<file path="src/design/pixel_depth_repacker_macros.svh">
// Assertion macros shared by the pixel depth repacker RTL.
// No dependencies; included by modules that carry concurrent checks.
`ifndef PIXEL_DEPTH_REPACKER_MACROS_SVH
`define PIXEL_DEPTH_REPACKER_MACROS_SVH

`ifndef SYNTHESIS
// Same-cycle implication, disabled while reset is asserted
`define PDR_ASSERT_IMP(label, clk, rst_n, ante, cons) \
  label: assert property (@(posedge clk) disable iff (!rst_n) (ante) |-> (cons)) \
    else $error("pdr check failed: label");
// Next-cycle implication, disabled while reset is asserted
`define PDR_ASSERT_NXT(label, clk, rst_n, ante, cons) \
  label: assert property (@(posedge clk) disable iff (!rst_n) (ante) |=> (cons)) \
    else $error("pdr check failed: label");
`else
`define PDR_ASSERT_IMP(label, clk, rst_n, ante, cons)
`define PDR_ASSERT_NXT(label, clk, rst_n, ante, cons)
`endif

`endif

</file>
<file path="src/design/pdr_pkg.sv">
// Package for the pixel depth repacker: transaction types, depth codes,
// register indexes and the pixel bit-extraction helpers. No dependencies.
`default_nettype none

package pdr_pkg;

  // Depth codes (bits per pixel)
  localparam logic [3:0] DEPTH_8 = 4'd8;
  localparam logic [3:0] DEPTH_4 = 4'd4;
  localparam logic [3:0] DEPTH_2 = 4'd2;
  localparam logic [3:0] DEPTH_1 = 4'd1;

  // Reset values of the depth registers
  localparam logic [3:0] SOURCE_BITS_RST = DEPTH_8;
  localparam logic [3:0] TARGET_BITS_RST = DEPTH_1;

  // Register indexes (byte address 4*index)
  typedef enum logic {
    REG_SOURCE_BITS = 1'b0,
    REG_TARGET_BITS = 1'b1
  } reg_idx_t;

  // Conversion mode of a depth pair
  typedef enum logic [1:0] {
    MODE_PASS = 2'd0,
    MODE_CONV = 2'd1,
    MODE_BAD  = 2'd2
  } mode_t;

  typedef struct packed {
    logic [7:0] in_byte;
    logic       row_last;
  } in_item_t;

  typedef struct packed {
    logic [7:0] out_byte;
    logic       row_end;
    logic       status;
  } out_item_t;

  // Kept bits of one source byte: right aligned, with their count
  typedef struct packed {
    logic [2:0] nbits;
    logic [3:0] bits;
  } keep_t;

  function automatic mode_t pdr_mode(input logic [3:0] src, input logic [3:0] tgt);
    mode_t m;
    m = MODE_BAD;
    if (src == tgt && (src == DEPTH_8 || src == DEPTH_4 || src == DEPTH_2 ||
                       src == DEPTH_1)) begin
      m = MODE_PASS;
    end else if ((src == DEPTH_8 && (tgt == DEPTH_4 || tgt == DEPTH_2 || tgt == DEPTH_1)) ||
                 (src == DEPTH_4 && (tgt == DEPTH_2 || tgt == DEPTH_1)) ||
                 (src == DEPTH_2 && tgt == DEPTH_1)) begin
      m = MODE_CONV;
    end
    return m;
  endfunction

  // Low target bits of every source pixel, MSB-first
  function automatic keep_t pdr_keep(input logic [3:0] src, input logic [3:0] tgt,
                                     input logic [7:0] b);
    keep_t k;
    k = '0;
    case ({src, tgt})
      {DEPTH_8, DEPTH_4}: k = '{nbits: 3'd4, bits: b[3:0]};
      {DEPTH_8, DEPTH_2}: k = '{nbits: 3'd2, bits: {2'b00, b[1:0]}};
      {DEPTH_8, DEPTH_1}: k = '{nbits: 3'd1, bits: {3'b000, b[0]}};
      {DEPTH_4, DEPTH_2}: k = '{nbits: 3'd4, bits: {b[5:4], b[1:0]}};
      {DEPTH_4, DEPTH_1}: k = '{nbits: 3'd2, bits: {2'b00, b[4], b[0]}};
      {DEPTH_2, DEPTH_1}: k = '{nbits: 3'd4, bits: {b[6], b[4], b[2], b[0]}};
      default:            k = '0;
    endcase
    return k;
  endfunction

endpackage

`default_nettype wire

</file>
<file path="src/design/pixel_depth_repacker.sv">
// Pixel depth repacker top level: input register, packing logic, result register.
// Depends on pdr_pkg and pixel_depth_repacker_macros.svh.
`default_nettype none

// Takes one source row byte per clock while not stalled (pixels MSB-first at
// 8, 4 or 2 bpp) and keeps the low target_bits of each pixel, packing them
// MSB-first into output bytes at 4, 2 or 1 bpp. A byte comes out when it fills
// or at the last source byte of a row (row_last), zero padded on the right.
// Equal depths pass bytes through; an unsupported pair returns status 1 with
// out_byte 0 for every byte. A source byte goes through the input register and
// then the result register before out_valid rises; while the output stalls it
// waits in the input register. Bytes that do not complete an output byte
// produce no transaction. Writing either depth register clears the partial
// byte; write only while the block is idle.

`include "pixel_depth_repacker_macros.svh"

module pixel_depth_repacker
  import pdr_pkg::*;
(
  input  wire logic        clk,
  input  wire logic        rst_n,
  // source byte channel
  input  wire logic        in_valid,
  output      logic        in_stall,
  input  wire in_item_t    in_data,
  // packed byte channel
  output      logic        out_valid,
  input  wire logic        out_stall,
  output      out_item_t   out_data,
  // register port
  input  wire logic        psel,
  input  wire logic        penable,
  input  wire logic        pwrite,
  input  wire logic [2:0]  paddr,
  input  wire logic [31:0] pwdata,
  output      logic [31:0] prdata,
  output      logic        pready
);

  logic [3:0] source_bits_r;
  logic [3:0] target_bits_r;
  logic [7:0] acc_r,  acc_nxt;
  logic [2:0] fill_r, fill_nxt;
  logic       s1_valid_r;
  in_item_t   s1_data_r;
  logic       out_valid_r;
  out_item_t  out_data_r, out_data_nxt;

  logic       cfg_wr;
  reg_idx_t   cfg_idx;
  mode_t      mode;
  keep_t      keep;
  logic [7:0] acc_new;
  logic [3:0] cnt_new;
  logic       full;
  logic       emit;
  logic       out_free;
  logic       s1_go;
  logic       in_acc;

  // register port decode
  assign pready  = 1'b1;
  assign cfg_wr  = psel & penable & pwrite;
  assign cfg_idx = reg_idx_t'(paddr[2]);

  always_comb begin
    case (cfg_idx)
      REG_SOURCE_BITS: prdata = {28'd0, source_bits_r};
      REG_TARGET_BITS: prdata = {28'd0, target_bits_r};
      default:         prdata = 32'd0;
    endcase
  end

  // handshake control
  assign mode     = pdr_mode(source_bits_r, target_bits_r);
  assign out_free = !out_valid_r || !out_stall;
  assign s1_go    = s1_valid_r && (out_free || !emit);
  assign in_stall = s1_valid_r && !s1_go;
  assign in_acc   = in_valid && !in_stall;

  // packing datapath on the registered input byte
  assign keep    = pdr_keep(source_bits_r, target_bits_r, s1_data_r.in_byte);
  assign acc_new = (acc_r << keep.nbits) | {4'd0, keep.bits};
  assign cnt_new = {1'b0, fill_r} + {1'b0, keep.nbits};
  assign full    = cnt_new[3];

  always_comb begin
    emit         = 1'b1;
    acc_nxt      = acc_r;
    fill_nxt     = fill_r;
    out_data_nxt = '{out_byte: s1_data_r.in_byte, row_end: s1_data_r.row_last,
                     status: 1'b0};
    case (mode)
      MODE_PASS: begin
        emit = 1'b1;
      end
      MODE_CONV: begin
        if (full) begin
          out_data_nxt.out_byte = acc_new;
          acc_nxt  = 8'd0;
          fill_nxt = 3'd0;
        end else if (s1_data_r.row_last) begin
          // flush a partial byte, padded with zeros on the right
          out_data_nxt.out_byte = acc_new << (4'd8 - cnt_new);
          acc_nxt  = 8'd0;
          fill_nxt = 3'd0;
        end else begin
          emit     = 1'b0;
          acc_nxt  = acc_new;
          fill_nxt = cnt_new[2:0];
        end
      end
      default: begin
        out_data_nxt.out_byte = 8'd0;
        out_data_nxt.status   = 1'b1;
      end
    endcase
  end

  // config registers and pack state
  always_ff @(posedge clk) begin
    if (!rst_n) begin
      source_bits_r <= SOURCE_BITS_RST;
      target_bits_r <= TARGET_BITS_RST;
      acc_r         <= 8'd0;
      fill_r        <= 3'd0;
    end else if (cfg_wr) begin
      case (cfg_idx)
        REG_SOURCE_BITS: source_bits_r <= pwdata[3:0];
        REG_TARGET_BITS: target_bits_r <= pwdata[3:0];
        default: ;
      endcase
      acc_r  <= 8'd0;
      fill_r <= 3'd0;
    end else if (s1_go) begin
      acc_r  <= acc_nxt;
      fill_r <= fill_nxt;
    end
  end

  // input register
  always_ff @(posedge clk) begin
    if (!rst_n) begin
      s1_valid_r <= 1'b0;
    end else if (in_acc) begin
      s1_valid_r <= 1'b1;
    end else if (s1_go) begin
      s1_valid_r <= 1'b0;
    end
  end

  always_ff @(posedge clk) begin
    if (in_acc) begin
      s1_data_r <= in_data;
    end
  end

  // result register
  always_ff @(posedge clk) begin
    if (!rst_n) begin
      out_valid_r <= 1'b0;
    end else if (out_free) begin
      out_valid_r <= s1_go && emit;
    end
  end

  always_ff @(posedge clk) begin
    if (s1_go && emit) begin
      out_data_r <= out_data_nxt;
    end
  end

  assign out_valid = out_valid_r;
  assign out_data  = out_data_r;

  // checks
  `PDR_ASSERT_IMP(a_stall_needs_item, clk, rst_n, in_stall, s1_valid_r)
  `PDR_ASSERT_NXT(a_emit_loads_out, clk, rst_n, s1_go && emit, out_valid_r)
  `PDR_ASSERT_IMP(a_idle_state_clear, clk, rst_n, mode != MODE_CONV, fill_r == 3'd0)
  `PDR_ASSERT_IMP(a_fill_aligned, clk, rst_n, s1_valid_r && mode == MODE_CONV,
                  (fill_r & (keep.nbits - 3'd1)) == 3'd0)

endmodule

`default_nettype wire

</file>
<file path="config.mk">
export PLATFORM = sky130hd
export DESIGN_NAME = pixel_depth_repacker
export DESIGN_NICKNAME = d
export VERILOG_FILES = /design/src/design/pdr_pkg.sv /design/src/design/pixel_depth_repacker.sv
export VERILOG_INCLUDE_DIRS = /design/src /design/src/design
export SDC_FILE = /design/constraint.sdc
export NUM_CORES = 1
export LEC_CHECK = 0
export ABC_AREA = 0
export BUFFER_PORTS_ARGS = -buffer_cell sky130_fd_sc_hd__buf_2
export CELL_PAD_IN_SITES_DETAIL_PLACEMENT = 0
export CELL_PAD_IN_SITES_GLOBAL_PLACEMENT = 1
export CORE_MARGIN = 1.5
export CORE_UTILIZATION = 34
export CTS_CLUSTER_DIAMETER = 40
export CTS_CLUSTER_SIZE = 16
export DETAILED_ROUTE_END_ITERATION = 8
export PLACE_DENSITY = 0.75
export SETUP_SLACK_MARGIN = 0.3
export SYNTH_ARGS = -nofsm -noshare
export SYNTH_HDL_FRONTEND = slang
export SYNTH_SLANG_ARGS = --single-unit
export TNS_END_PERCENT = 10
</file>
<file path="constraint.sdc">
create_clock -name clk -period 3.5 [get_ports clk]
set_clock_uncertainty 0.15 [all_clocks]
set_input_delay 0.525 -clock clk [delete_from_list [all_inputs] [get_ports clk]]
set_output_delay 0.525 -clock clk [all_outputs]
set_load 0.05 [all_outputs]
</file>
# Yosys cells after proc, flatten, opt, wreduce, memory -nomap -nowiden
# Cells that the tools add are included.
# W data, S select, Z words.
classes:
  n_bitwise: 5
  multipliers: 0
  reduce_logical: 30
  n_shift: 2
  n_mux: 17
  n_div: 0
  magnitude_cmp: 0
  n_eq_ne: 15
  add_sub_neg: 2
op_table:
  columns: ["op", "n"]
  rows:
  - ["$pmux W32 S2", 1]
  - ["$pmux W7 S6", 1]
  - ["$mux W8", 4]
  - ["$eq A8 B8 Y1 const B", 3]
  - ["$eq A8 B7 Y1 const B", 2]
  - ["$pmux W8 S2", 1]
  - ["$logic_or A1 B1 Y1", 10]
  - ["$eq A4 B1 Y1 const B", 2]
  - ["$eq A4 B2 Y1 const B", 2]
  - ["$eq A4 B3 Y1 const B", 2]
  - ["$eq A8 B6 Y1 const B", 1]
  - ["$logic_and A1 B1 Y1", 8]
  - ["$or A8 B4 Y8", 1]
  - ["$shl A8 B3 Y8", 1]
  - ["$shl A8 B4 Y8", 1]
  - ["$mux W1", 6]
  - ["$mux W3", 2]
  - ["$reduce_and A2 Y1", 3]
  - ["$logic_not A1 Y1", 5]
  - ["$add A3 B3 Y4", 1]
  - ["$eq A4 B4 Y1", 1]
  - ["$eq A4 B4 Y1 const B", 1]
  - ["$mux W2", 2]
  - ["$reduce_or A2 Y1", 2]
  - ["6 further kinds", 8]
word_totals:
  memories: 0
  latchBits: 0
  elab_cells: 82
  ff_bits: 40
  mem_bits_rw: 0
  rom_bits: 0
  output_inout_bits: 45
  input_bits: 51

# Longest topological paths before layout
logic_depth:
  depth_word: 18
  depth_mapped: 14
  mapped_depth_nobuf: 13

# Worst setup path after synthesis
# Ideal clock, no wire load.
synth_path:
  kind: "register to register"
  from: "reg source_bits_r[3]"
  to: "reg s1_data_r, in the netlist out_data_nxt[1] (enable)"
  required_ps: 3011
  stages_incl_launch_ff: 11
  period_less_slack_ps: 3834
  setup_ps: 339
  setup_slack_ps: -334
  n_path_buf: 1
  t_arrival_ps: 3346
  cell_sequence: "dfxtp_1 buf_4 or4b_2 a2bb2o_1 nor2_2 inv_1 ha_1 a2111oi_4 nand2b_1 nor2_1 nor2b_1"
synth_between:
  elab_chain_cells: 15
  elab_cells_between_ends: 34
  classes_between: "add/sub (1); eq/ne (12); mux (5); reduce/logical (16)"
synth_rtl:
  columns: ["item", "line", "source"]
  rows:
  - ["start: declaration", "pixel_depth_repacker.sv:41", "logic [3:0] source_bits_r;"]
  - ["start signal: assignment", "pixel_depth_repacker.sv:130", "REG_SOURCE_BITS: source_bits_r <= pwdata[3:0];"]
  - ["parallel branches: the longest is 7 deep, another holds $add A3 B3 Y4", null, null]
  - ["$mux W1 (*)", "pixel_depth_repacker.sv:94", "case (mode)"]
  - ["$logic_not A1 Y1 (*)", "pixel_depth_repacker.sv:78", "assign s1_go = s1_valid_r && (out_free || !emit);"]
  - ["$logic_or A1 B1 Y1 (*)", "pixel_depth_repacker.sv:78", null]
  - ["$logic_and A1 B1 Y1 (*)", "pixel_depth_repacker.sv:78", null]
  - ["$logic_not A1 Y1 (*)", "pixel_depth_repacker.sv:79", "assign in_stall = s1_valid_r && !s1_go;"]
  - ["$logic_and A1 B1 Y1 (*)", "pixel_depth_repacker.sv:79", null]
  - ["net in_stall", "pixel_depth_repacker.sv:25", "output logic in_stall,"]
  - ["$logic_not A1 Y1 (*)", "pixel_depth_repacker.sv:80", "assign in_acc = in_valid && !in_stall;"]
  - ["$logic_and A1 B1 Y1 (*)", "pixel_depth_repacker.sv:80", null]
  - ["net in_acc", "pixel_depth_repacker.sv:60", "logic in_acc;"]
  - ["end signal: assignment", "pixel_depth_repacker.sv:155", "s1_data_r <= in_data;"]
  - ["end: declaration", "pixel_depth_repacker.sv:46", "in_item_t s1_data_r;"]
# Mark *: on every way through the listed nets, which the timed path passes.
# A chain may end at the register's enable or synchronous reset.

# Worst setup path in the final report
layout_path:
  from: "reg source_bits_r[1]"
  to: "out in_stall"
layout_between:
  elab_chain_cells: 13
  elab_cells_between_ends: 32
  classes_between: "add/sub (1); eq/ne (12); mux (5); reduce/logical (14)"
layout_rtl:
  columns: ["item", "line"]
  rows:
  - ["parallel branches: the longest is 7 deep, another holds $add A3 B3 Y4", null]
  - ["$mux W1 (*)", "pixel_depth_repacker.sv:94"]
  - ["$logic_not A1 Y1 (*)", "pixel_depth_repacker.sv:78"]
  - ["$logic_or A1 B1 Y1 (*)", "pixel_depth_repacker.sv:78"]
  - ["$logic_and A1 B1 Y1 (*)", "pixel_depth_repacker.sv:78"]
  - ["$logic_not A1 Y1 (*)", "pixel_depth_repacker.sv:79"]
  - ["$logic_and A1 B1 Y1 (*)", "pixel_depth_repacker.sv:79"]
  - ["end: declaration", "pixel_depth_repacker.sv:25"]
# Mark *: on every way between the ends.

==> flow_metrics.tcl <==
set metrics [dict create \
    max-cap-violations 0 \
    cp.required_ns 2.82 \
    drive_gt1_share_pct 34.57 \
    rsz0062_at_grt "true" \
    final_cell_mix "buf_4 (38), buf_2 (35), conb_1 (29)" \
    viasPerCell 5.331 \
    crit_chain "or4b_4, or4_4, a31o_4, a2111oi_4, nand2b_4, nor2_4, buf_6" \
    route.met2.wl_mm 3.591 \
    critPathMaxStageDelay_ns 0.58 \
    hp-start "in_data[6]" \
    clockBufferDepth 2 \
    timing.rr.end "out_data[2]$_DFFE_PP_" \
    grt_pass1_wl_mm 12.20 \
    crit_path_end_kind "output pin" \
    cts_tree "built" \
    synth_area_per_cell_um2 9.452 \
    hold_end "s1_data_r[6]$_DFFE_PP_" \
    synth-edff-count 19 \
    first_iter_violations 139 \
    synth_seq_cells 40 \
    crit_fanout 4 \
    fillCellCount 828 \
    tns_ns 0 \
    diodes 0 \
    start_util_pct 35.53 \
    multi_input_area_um2 1872 \
    finalSetupViolCount 0 \
    syn_inst 312 \
    topRoutingLayerUsed "met4" \
    grt_max_degree 13 \
    ios 96 \
    gr-total-overflow 0 \
    wl_met3_um 500 \
    seq_area_frac_synth_pct 33.60 \
    drt_pre_antenna_iters 4 \
    period_share_pct 99.02 \
    max-slew-margin-rel_pct 61.18 \
    htreeDepth 2 \
    die_area_um2 9242 \
    cts-root-buf "clkbuf_8" \
    regArea_um2 993.5 \
    row_count 33 \
    die-width_um 96.14 \
    clk_latency_ns 0.29 \
    hold_path.class "input port to flop" \
    r2r_cells 12 \
    synth_warnings 0 \
    dp_cells 468 \
    cts.sinks 40 \
    crit_path_start_kind "flop" \
    grt_use_total_pct 17.40 \
    ant_nets 0 \
    hold_viol 0 \
    drt-total-wl_mm 7.627 \
    path_class "flop to output pin" \
    instances_no_fill 481 \
    wire_per_inst_um 15.86 \
    netlist_area_um2 2949 \
    final_common_cell "buf_4" \
    powerDensity_nw_per_um2 340.1 \
    grt_pass1_vias 2443 \
    synth_ff_type "dfxtp_1" \
    min_period_ns 3.466 \
    regToRegSetupSlack_ns 0.15 \
    place_congestion 0.9148 \
    synthToLayoutAreaGrowth_pct 22.44 \
    yosysUniqueCellTypes 75 \
    cts_made_buffers 5 \
    crit_slowest_cell "or4b_4" \
    drc 0 \
    path_clk_slew_ns 0.08 \
    tightestPinTransition_ns 0.5796 \
    hold_path_depth 1 \
    max_freq_mhz 288.5 \
    antenna_found_initial 0 \
    irDropWorstVdd_mv 0.1735 \
    io_buffers 36 \
    status "finished clean" \
    final_net_count 430 \
    dpl.hpwl_mm 5.943 \
    regToRegStartpoint "source_bits_r[3]$_SDFFE_PN1P_" \
    finalMaxSlewViolations 0 \
    arrival_ns 2.79 \
    dr_total_vias 2564 \
    die_h_um 96.14 \
    met1_length_mm 3.365 \
    core_area_um2 8299 \
    leakage_nw 1.560 \
    synth-async-reset-ratio_pct 0 \
]
## kinds of logic (layout without fill, tap and decap cells)
| family | after synthesis | after routing | synth area share (%) |
|---|---|---|---|
| muxes | 20 | 20 | 7.424 |
| xor gates and xnor gates | 10 | 10 | 4.752 |
| and+or+nand+nor | 90 | 90 | 17.44 |
| other | 2 | 29 | 0.2547 |
| adders and majority gates | 5 | 5 | 2.037 |
| DFF | 40 | 40 | 33.60 |
| AOI/OAI and AO/OA | 90 | 90 | 23.00 |
| buffers and inverters | 55 | 92 | 11.50 |
## flip-flops by register name (all words and copies together) (netlist names)
register       flops
acc_r              8
fill_r             3
out_data          10
out_data_nxt       1
out_valid          1
s1_data_r          8
s1_valid_r         1
source_bits_r      4
target_bits_r      4
## per-layer routing
metal,GRT usage [%],vias to the layer above
met4,6.005,0
li1,-,1240
met5,0,-
met3,3.633,19
met1,22.28,1213
met2,28.87,92
## Yosys cell counts, drive strengths merged (5+ instances only)
cell | instances | area, um2
buf | 41 | 286.5
dfxtp | 21 | 420.4
nand2 | 20 | 75.07
nor2 | 20 | 77.58
a21oi | 19 | 98.85
edfxtp | 19 | 570.6
o21ai | 15 | 75.07
mux2i | 14 | 140.1
a22oi | 12 | 90.09
nand3 | 9 | 45.04
nor2b | 7 | 43.79
clkbuf | 6 | 22.52
inv | 6 | 22.52
xnor2 | 6 | 71.32
mux2 | 5 | 56.30
o211ai | 5 | 37.54
## critical path: cells and delay by family (launching register included)
| family | cells | cell delay, ns |
|---|---|---|
| flip-flops | 1 | 0.33 |
| AO/OA/AOI/OAI | 2 | 0.65 |
| AND/OR/NAND/NOR | 4 | 1.37 |
| buffers and inverters | 1 | 0.15 |
## through the flow
stage          cell area [um2]  setup slack [ns]  power (W)  utilization [%]  hold slack, ns
5_1_grt                   3611          -0.04797   0.001287            43.51          0.2423
3_3_place_gp              3432           0.08095  0.0009200            41.35          0.3241
6_report                  3611           0.03413   0.001228            43.51          0.2541
4_1_cts                   3568           0.02645   0.001225            43.00          0.2475
3_5_place_dp              3432           0.07297  0.0009200            41.35          0.3383
2_1_floorplan             3188            0.3051  0.0008519                -          0.3048
## how the worst max path moves through the flow
stage	start	slack, ns	to	depth (start not counted)
detailed placement	source_bits_r[0]$_SDFFE_PN0P_	0.07	in_stall	7
CTS	source_bits_r[1]$_SDFFE_PN0P_	0.03	in_stall	7
global route	source_bits_r[1]$_SDFFE_PN0P_	-0.05	in_stall	7
finish	source_bits_r[1]$_SDFFE_PN0P_	0.03	in_stall	7
floorplan	target_bits_r[2]$_SDFFE_PN0P_	0.31	out_data[5]$_DFFE_PP_	14
global placement	source_bits_r[0]$_SDFFE_PN0P_	0.08	in_stall	7
## what timing repair did
item,in CTS,in global routing
pin swaps,3,8
endpoints found under the setup margin,18,18
resized for setup,6,12
hold buffers,0,0
setup buffers,4,1
## power breakdown
part           switching, W  internal [W]  total [W]  leakage, nW
logic              0.000263      0.000141   0.000403         1.16
clock network      0.000166      0.000136   0.000301       0.0453
registers         0.0000126      0.000511   0.000523        0.352
total              0.000441      0.000787    0.00123         1.56
## area by class of cell
type | instances | share of cell area [%]
Multi-Input combinational cell | 244 | 51.84
Sequential cell | 40 | 27.51
Timing Repair Buffer | 76 | 13.69
Tap cell | 105 | 3.638
Clock buffer | 5 | 1.906
Inverter | 8 | 1.040
Clock inverter | 3 | 0.3812
No activity file was read; power rests on OpenSTA's default activity.
